## src/hdl/convolutional_encoder_kxn_top_assert.svh

```systemverilog
// -----------------------------------------------------------------------------
// Assertion macros for the convolutional encoder
// Concurrent checks on clk_i with rst_ni as an asynchronous active-low reset.
// -----------------------------------------------------------------------------
`ifndef CONVOLUTIONAL_ENCODER_KXN_TOP_ASSERT_SVH
`define CONVOLUTIONAL_ENCODER_KXN_TOP_ASSERT_SVH

`ifndef SYNTHESIS

// Check a property on every clock edge outside reset.
`define CEKXN_ASSERT(label, prop, msg) \
  label: assert property (@(posedge clk_i) disable iff (!rst_ni) (prop)) \
    else $error(msg);

// Check that a condition in one cycle implies another in the next.
`define CEKXN_ASSERT_NEXT(label, ante, cons, msg) \
  label: assert property (@(posedge clk_i) disable iff (!rst_ni) \
    (ante) |=> (cons)) else $error(msg);

`else

`define CEKXN_ASSERT(label, prop, msg)
`define CEKXN_ASSERT_NEXT(label, ante, cons, msg)

`endif

`endif

```

## src/hdl/cekxn_pkg.sv

```systemverilog
// -----------------------------------------------------------------------------
// Convolutional encoder package
// Register indexes and the control bundle shared by the top level and cells.
// -----------------------------------------------------------------------------
package cekxn_pkg;

  localparam int unsigned CFG_INDEX_W = 2;

  // Configuration register indexes; the fourth code selects nothing.
  typedef enum logic [CFG_INDEX_W-1:0] {
    CFG_GENERATOR = 2'd0,
    CFG_FEEDBACK  = 2'd1,
    CFG_FB_ENABLE = 2'd2
  } cfg_index_e;

  // Control bundle fanned out to every cell of the row.
  typedef struct packed {
    logic advance;    // shift the tap register this cycle
    logic fb_enable;  // recursive mode
  } cekxn_ctrl_t;

endpackage

```

## src/hdl/cekxn_cell.sv

```systemverilog
// -----------------------------------------------------------------------------
// Convolutional encoder cell
// Shift register and parity taps of one input-output pair; folds its parity
// into the code bit passed along the row.
// -----------------------------------------------------------------------------
module cekxn_cell
  import cekxn_pkg::*;
#(
  parameter int unsigned MEMORY_LENGTH = 6
) (
  input  logic                   clk_i,
  input  logic                   rst_ni,
  input  cekxn_ctrl_t            ctrl_i,
  input  logic                   data_bit_i,
  input  logic [MEMORY_LENGTH:0] gen_word_i,
  input  logic [MEMORY_LENGTH:0] fb_word_i,
  input  logic                   code_bit_i,
  output logic                   code_bit_o
);

  logic [MEMORY_LENGTH-1:0] taps_q;
  logic [MEMORY_LENGTH-1:0] taps_d;
  logic [MEMORY_LENGTH:0]   past_window;
  logic [MEMORY_LENGTH:0]   fb_masked;
  logic [MEMORY_LENGTH:0]   window;
  logic                     new_bit;

  // Past taps sit one place up; bit zero of the feedback word is dropped.
  assign past_window = {taps_q, 1'b0};
  assign fb_masked   = {fb_word_i[MEMORY_LENGTH:1], 1'b0};
  assign new_bit     = data_bit_i ^ (ctrl_i.fb_enable & (^(past_window & fb_masked)));
  assign window      = {taps_q, new_bit};

  assign code_bit_o = code_bit_i ^ (^(window & gen_word_i));

  always_comb begin
    taps_d = taps_q;
    if (ctrl_i.advance) begin
      taps_d = window[MEMORY_LENGTH-1:0];
    end
  end

  always_ff @(posedge clk_i or negedge rst_ni) begin
    if (!rst_ni) begin
      taps_q <= '0;
    end else begin
      taps_q <= taps_d;
    end
  end

endmodule

```

## src/hdl/convolutional_encoder_kxn_top.sv

```systemverilog
// -----------------------------------------------------------------------------
// Convolutional encoder, k inputs by n outputs
// Feedforward or recursive encoder built from a row of per-pair cells.
// -----------------------------------------------------------------------------
// Each request carries NUM_INPUTS information bits and yields exactly one group
// of NUM_OUTPUTS coded bits the cycle after it is taken. One request is taken
// every cycle unless stalled: all NUM_INPUTS x NUM_OUTPUTS cells shift in the
// same cycle and the coded bits land in a single output register, so the rate
// is set by that register alone. in_stall_o rises only while that register
// holds a result and out_stall_i is high. Each cell holds the MEMORY_LENGTH-bit
// shift register of one input-output pair; the code bit for output n is XOR-ed
// from cell to cell along the NUM_INPUTS cells of column n. The generator and
// feedback words are packed one (MEMORY_LENGTH+1)-bit word per pair, pair
// m*NUM_OUTPUTS+n lowest first, in registers capped at 64 bits; pair words
// that lie beyond bit 63 read as zero. A feedback word of 0 or 1 behaves as
// feedforward. Write configuration only while no request is in flight; writes
// to the unused index are dropped.
// -----------------------------------------------------------------------------
`include "convolutional_encoder_kxn_top_assert.svh"

module convolutional_encoder_kxn_top
  import cekxn_pkg::*;
#(
  parameter int unsigned NUM_INPUTS    = 1,
  parameter int unsigned NUM_OUTPUTS   = 2,
  parameter int unsigned MEMORY_LENGTH = 6,
  // Derived widths of the packed words and the configuration registers.
  localparam int unsigned PACK_W = NUM_INPUTS * NUM_OUTPUTS * (MEMORY_LENGTH + 1),
  localparam int unsigned REG_W  = (PACK_W > 64) ? 64 : PACK_W
) (
  input  logic                   clk_i,
  input  logic                   rst_ni,
  // configuration write port
  input  logic                   cfg_we_i,
  input  logic [CFG_INDEX_W-1:0] cfg_index_i,
  input  logic [REG_W-1:0]       cfg_data_i,
  // input channel
  input  logic                   in_valid_i,
  output logic                   in_stall_o,
  input  logic [NUM_INPUTS-1:0]  data_bits_i,
  // output channel
  output logic                   out_valid_o,
  input  logic                   out_stall_i,
  output logic [NUM_OUTPUTS-1:0] code_bits_o
);

  localparam int unsigned WORD_W = MEMORY_LENGTH + 1;

  // Configuration registers
  logic [REG_W-1:0] gen_q, gen_d;
  logic [REG_W-1:0] fb_q, fb_d;
  logic             fb_en_q, fb_en_d;

  // Handshake and output stage
  logic                   in_accept;
  logic                   out_valid_q, out_valid_d;
  logic [NUM_OUTPUTS-1:0] code_q, code_d;

  // Packed words widened to one full word per pair; missing bits read zero.
  logic [PACK_W-1:0] gen_ext;
  logic [PACK_W-1:0] fb_ext;

  cekxn_ctrl_t cell_ctrl;

  // Code bits travelling down each column of cells.
  logic [NUM_OUTPUTS-1:0] code_chain [NUM_INPUTS+1];

  // ---------------------------------------------------------------------------
  // Configuration: take a write at the given index, drop the unused index.
  // ---------------------------------------------------------------------------
  always_comb begin
    gen_d   = gen_q;
    fb_d    = fb_q;
    fb_en_d = fb_en_q;
    if (cfg_we_i) begin
      case (cfg_index_i)
        CFG_GENERATOR: gen_d   = cfg_data_i;
        CFG_FEEDBACK:  fb_d    = cfg_data_i;
        CFG_FB_ENABLE: fb_en_d = cfg_data_i[0];
        default: ;
      endcase
    end
  end

  always_ff @(posedge clk_i or negedge rst_ni) begin
    if (!rst_ni) begin
      gen_q   <= '0;
      fb_q    <= '0;
      fb_en_q <= 1'b0;
    end else begin
      gen_q   <= gen_d;
      fb_q    <= fb_d;
      fb_en_q <= fb_en_d;
    end
  end

  assign gen_ext = PACK_W'(gen_q);
  assign fb_ext  = PACK_W'(fb_q);

  // ---------------------------------------------------------------------------
  // Handshake: hold the request only while a finished result is refused.
  // ---------------------------------------------------------------------------
  assign in_stall_o = out_valid_q & out_stall_i;
  assign in_accept  = in_valid_i & ~in_stall_o;

  assign cell_ctrl.advance   = in_accept;
  assign cell_ctrl.fb_enable = fb_en_q;

  // ---------------------------------------------------------------------------
  // Cell row: one cell per input-output pair, columns chained over inputs.
  // ---------------------------------------------------------------------------
  assign code_chain[0] = '0;

  for (genvar m = 0; m < NUM_INPUTS; m++) begin : g_input
    for (genvar n = 0; n < NUM_OUTPUTS; n++) begin : g_output
      localparam int unsigned PAIR = m * NUM_OUTPUTS + n;

      cekxn_cell #(
        .MEMORY_LENGTH(MEMORY_LENGTH)
      ) u_cell (
        .clk_i      (clk_i),
        .rst_ni     (rst_ni),
        .ctrl_i     (cell_ctrl),
        .data_bit_i (data_bits_i[m]),
        .gen_word_i (gen_ext[PAIR*WORD_W +: WORD_W]),
        .fb_word_i  (fb_ext[PAIR*WORD_W +: WORD_W]),
        .code_bit_i (code_chain[m][n]),
        .code_bit_o (code_chain[m+1][n])
      );
    end
  end

  // ---------------------------------------------------------------------------
  // Output register: load on accept, drop once taken.
  // ---------------------------------------------------------------------------
  always_comb begin
    out_valid_d = out_valid_q;
    code_d      = code_q;
    if (in_accept) begin
      out_valid_d = 1'b1;
      code_d      = code_chain[NUM_INPUTS];
    end else if (!out_stall_i) begin
      out_valid_d = 1'b0;
    end
  end

  always_ff @(posedge clk_i or negedge rst_ni) begin
    if (!rst_ni) begin
      out_valid_q <= 1'b0;
    end else begin
      out_valid_q <= out_valid_d;
    end
  end

  always_ff @(posedge clk_i) begin
    code_q <= code_d;
  end

  assign out_valid_o = out_valid_q;
  assign code_bits_o = code_q;

  // ---------------------------------------------------------------------------
  // Assertions
  // ---------------------------------------------------------------------------
  `CEKXN_ASSERT_NEXT(a_accept_gives_result, in_accept, out_valid_o,
                     "accepted request produced no result")
  `CEKXN_ASSERT_NEXT(a_no_invented_result,
                     out_valid_o && !out_stall_i && !in_accept, !out_valid_o,
                     "result repeated after being taken")
  `CEKXN_ASSERT_NEXT(a_code_only_on_accept, !in_accept && out_valid_o,
                     $stable(code_bits_o), "coded bits changed without a request")

endmodule
```

## config.mk

```make
export PLATFORM = sky130hd
export DESIGN_NAME = convolutional_encoder_kxn_top
export DESIGN_NICKNAME = d
export VERILOG_FILES = /design/src/hdl/cekxn_pkg.sv /design/src/hdl/cekxn_cell.sv /design/src/hdl/convolutional_encoder_kxn_top.sv
export VERILOG_INCLUDE_DIRS = /design/src /design/src/hdl
export SDC_FILE = /design/constraint.sdc
export NUM_CORES = 1
export LEC_CHECK = 0
export BUFFER_PORTS_ARGS = -buffer_cell sky130_fd_sc_hd__buf_2
export CAP_MARGIN = 10
export CORE_MARGIN = 3
export CORE_UTILIZATION = 60
export CTS_CLUSTER_DIAMETER = 30
export CTS_CLUSTER_SIZE = 40
export DETAILED_ROUTE_END_ITERATION = 8
export GPL_ROUTABILITY_DRIVEN = 0
export PLACE_DENSITY = 0.83
export SKIP_LAST_GASP = 1
export SYNTH_ARGS = -nofsm -noshare
export SYNTH_HDL_FRONTEND = slang
export SYNTH_SLANG_ARGS = --single-unit
```

## constraint.sdc

```tcl
create_clock -name clk_i -period 2.6 [get_ports clk_i]
set_clock_uncertainty 0.1 [all_clocks]
set_input_delay 0.26 -clock clk_i [delete_from_list [all_inputs] [get_ports clk_i]]
set_output_delay 0.26 -clock clk_i [all_outputs]
set_load 0.02 [all_outputs]
```

==> impl_metrics.sql <==
INSERT INTO impl_metrics (metric_group, metric, value, unit) VALUES
('outcome', 'run_status', 'finished, final reports clean', ''),
('clocking', 'cts_tree', 'done', ''),
('drt', 'post-route-drc-count', '0', ''),
('clocking', 'clockRootBuffer', 'sky130_fd_sc_hd__clkbuf_4', ''),
('worst_setup_path', 'startpoint_type', 'flop', ''),
('clocking', 'post_cts.repair.setup_buffers', '0', ''),
('worst_setup_path', 'cell_with_the_largest_stage_delay_on_the_worst_path', 'sky130_fd_sc_hd__xnor3_1', ''),
('die', 'std_cell_rows', '19', ''),
('worst_setup_path', 'critical_path.max_stage_delay', '440', 'ps'),
('worst_setup_path', 'cp-startpoint', 'g_input[0].g_output[1].u_cell.taps_q[4]$_DFFE_PN0P_', ''),
('worst_setup_path', 'timing.critical_path.max_delay_family', 'XOR/XNOR gates', ''),
('finish', 'n_fill_cell', '215', ''),
('die', 'io-pin-count', '26', ''),
('drt', 'antenna_violating_nets_post_route', '0', ''),
('drt', 'num_vias', '1129', ''),
('sta', 'fin_hold_ws', '39.79', 'ps'),
('sta', 'hold_violations', '0', ''),
('power_and_ir_drop', 'leakagePower', '0.9899', 'nW'),
('sta', 'fmax', '529.0', 'MHz'),
('drt', 'initialDrtViolationCount', '31', ''),
('clocking', 'ctsResizeCount', '0', ''),
('clocking', 'max-clock-path-buffers', '2', ''),
('hold_path', 'min_path_cells', '2', ''),
('placed_design', 'io_buffer_count', '25', ''),
('worst_setup_path', 'critical_setup_path_class', 'reg2reg', ''),
('worst_setup_path', 'reg2reg_setup_slack', '710', 'ps'),
('synth', 'netlist_area', '1938', 'µm²'),
('global_route', 'globalRoute.totalOverflow', '0', ''),
('clocking', 'worst_skew_pair.late_latency', '350', 'ps'),
('worst_setup_path', 'cp_max_fo', '4', ''),
('sta', 'final_total_negative_setup_slack', '0', 'ps'),
('worst_setup_path', 'reg2reg_depth', '6', ''),
('drt', 'detailedRoute.firstPassIterationCount', '4', ''),
('clocking', 'tritoncts.num_buffers', '5', ''),
('power_and_ir_drop', 'power_density', '1062', 'nW/µm²'),
('worst_setup_path', 'cp_num_cells', '6', ''),
('clocking', 'cts-htree-levels', '2', ''),
('global_route', 'grt_usage', '19.02', '%'),
('placed_design', 'pre_cts_slack', '740.0', 'ps'),
('worst_setup_path', 'crit_end', 'code_bits_o[1]$_DFFE_PP_', ''),
('finish', 'layout-area-overhead-vs-synth', '14.40', '%'),
('finish', 'finish.cell_count_without_fillers', '222', ''),
('finish', 'finalNetCount', '201', ''),
('sta', 'post-route-min-period', '1890', 'ps'),
('finish', 'layout_commonest_cell', 'sky130_fd_sc_hd__dfrtp_1', ''),
('sta', 'fraction_of_the_cycle_the_final_worst_path_needs', '72.70', '%'),
('finish', 'drive_gt1_share', '41.11', '%'),
('sta', 'slew_violations', '0', ''),
('synth', 'yosys_register_bits', '42', ''),
('clocking', 'path_clk_slew', '120', 'ps'),
('die', 'dieHeight', '62.84', 'µm'),
('hold_path', 'timing.hold.worst.class', 'in2reg', ''),
('sta', 'worstMarginPinSlew', '855.6', 'ps'),
('drt', 'mean_number_of_vias_per_cell', '5.086', ''),
('finish', 'utilization', '75.82', '%'),
('worst_setup_path', 'worst_r2r_endpoint', 'code_bits_o[1]$_DFFE_PP_', ''),
('worst_setup_path', 'cp_data_arrival_time', '1910', 'ps'),
('clocking', 'clock-sinks', '42', ''),
('drt', 'drt-wirelength-per-cell', '14.45', 'µm'),
('job', 'max_cap_viol_count', '0', ''),
('finish', 'combined_area_of_the_multi_input_logic_cells', '858.3', 'µm²'),
('die', 'total_die_area', '3948', 'µm²'),
('power_and_ir_drop', 'peakVddDrop', '573.6', 'µV'),
('placed_design', 'placed_cells', '212', ''),
('drt', 'drt-total-wl', '3207', 'µm'),
('synth', 'synth_area_leaders', 'sky130_fd_sc_hd__dfrtp_1 (52%), sky130_fd_sc_hd__mux2_2 (20%), sky130_fd_sc_hd__xnor2_1 (7.2%)', ''),
('worst_setup_path', 'cp-end-kind', 'flop', ''),
('die', 'core_area', '2924', 'µm²'),
('worst_setup_path', 'data_required_time_of_the_worst_path', '2620', 'ps'),
('sta', 'grt_setup_unrepaired', 'false', ''),
('synth', 'postSynthCellCount', '147', '');
-- through the flow --
| stage | power [W] | cell area [µm²] |
|---|---|---|
| 2_1_floorplan | 0.001752 | 1938 |
| 3_3_place_gp | 0.001881 | 2112 |
| 3_5_place_dp | 0.001939 | 2112 |
| 4_1_cts | 0.002367 | 2207 |
| 5_1_grt | 0.002517 | 2217 |
| 6_report | 0.002355 | 2217 |
-- metal layers --
layer | vias up | global-route usage [%] | part of all wire [%]
met5 | - | 0 | 0
met4 | 0 | 6.612 | 1.7
met3 | 7 | 7.014 | 5.8
met2 | 28 | 30.36 | 48
met1 | 540 | 23.86 | 45
li1 | 554 | - | -
-- logic make-up (layout without fill, tap and decap cells) --
kind of cell / Yosys count / count (layout) / synth area share, %
flip-flops: 42 / 42 / 54.75
multiplexers: 39 / 39 / 22.53
AND/OR/NAND/NOR: 38 / 38 / 9.103
XOR/XNOR: 22 / 22 / 12.14
buffers and inverters: 4 / 37 / 0.9680
AO/OA/AOI/OAI: 2 / 2 / 0.5165
-- cells in the mapped netlist (all sizes together) --
cell / instances
dfrtp: 40
mux2: 37
nand2: 28
xnor2: 18
buf: 3
a21oi: 2
edfxtp: 2
mux2i: 2
nand2b: 2
nand3b: 2
nor2: 2
xnor3: 2
xor2: 2
and2: 1
clkbuf: 1
nor2b: 1
nor3b: 1
or2: 1
-- worst min-delay path by stage --
stage | from | end
2_1_floorplan | rst_ni | fb_en_q$_DFFE_PN0P_
3_3_place_gp | rst_ni | fb_ext[12]$_DFFE_PN0P_
3_5_place_dp | rst_ni | gen_ext[11]$_DFFE_PN0P_
4_1_cts | in_valid_i | out_valid_o$_DFFE_PN0P_
5_1_grt | cfg_data_i[13] | fb_ext[13]$_DFFE_PN0P_
6_report | cfg_data_i[13] | fb_ext[13]$_DFFE_PN0P_
-- report_power, final --
group / internal (W) / switching (W)
Sequential: 0.000872 / 0.000137
Clock: 0.000230 / 0.000203
Combinational: 0.000527 / 0.000387
Total: 0.00163 / 0.000727
-- area by class of cell --
type	instances	share of cell area, %
sequential	42	47.86
multi-input combinational	101	38.71
timing repair buffer	29	7.223
clock buffer	7	2.483
tap	42	2.370
clock inverter	1	1.354
-- registers in the layout, summed over array words and instances, names as in the netlist --
name / flops
fb_ext: 12
g_input.g_output.u_cell.taps_q: 12
code_bits_o: 2
gen_ext: 14
out_valid_o: 1
fb_en_q: 1
No activity file was read; power rests on OpenSTA's default activity.
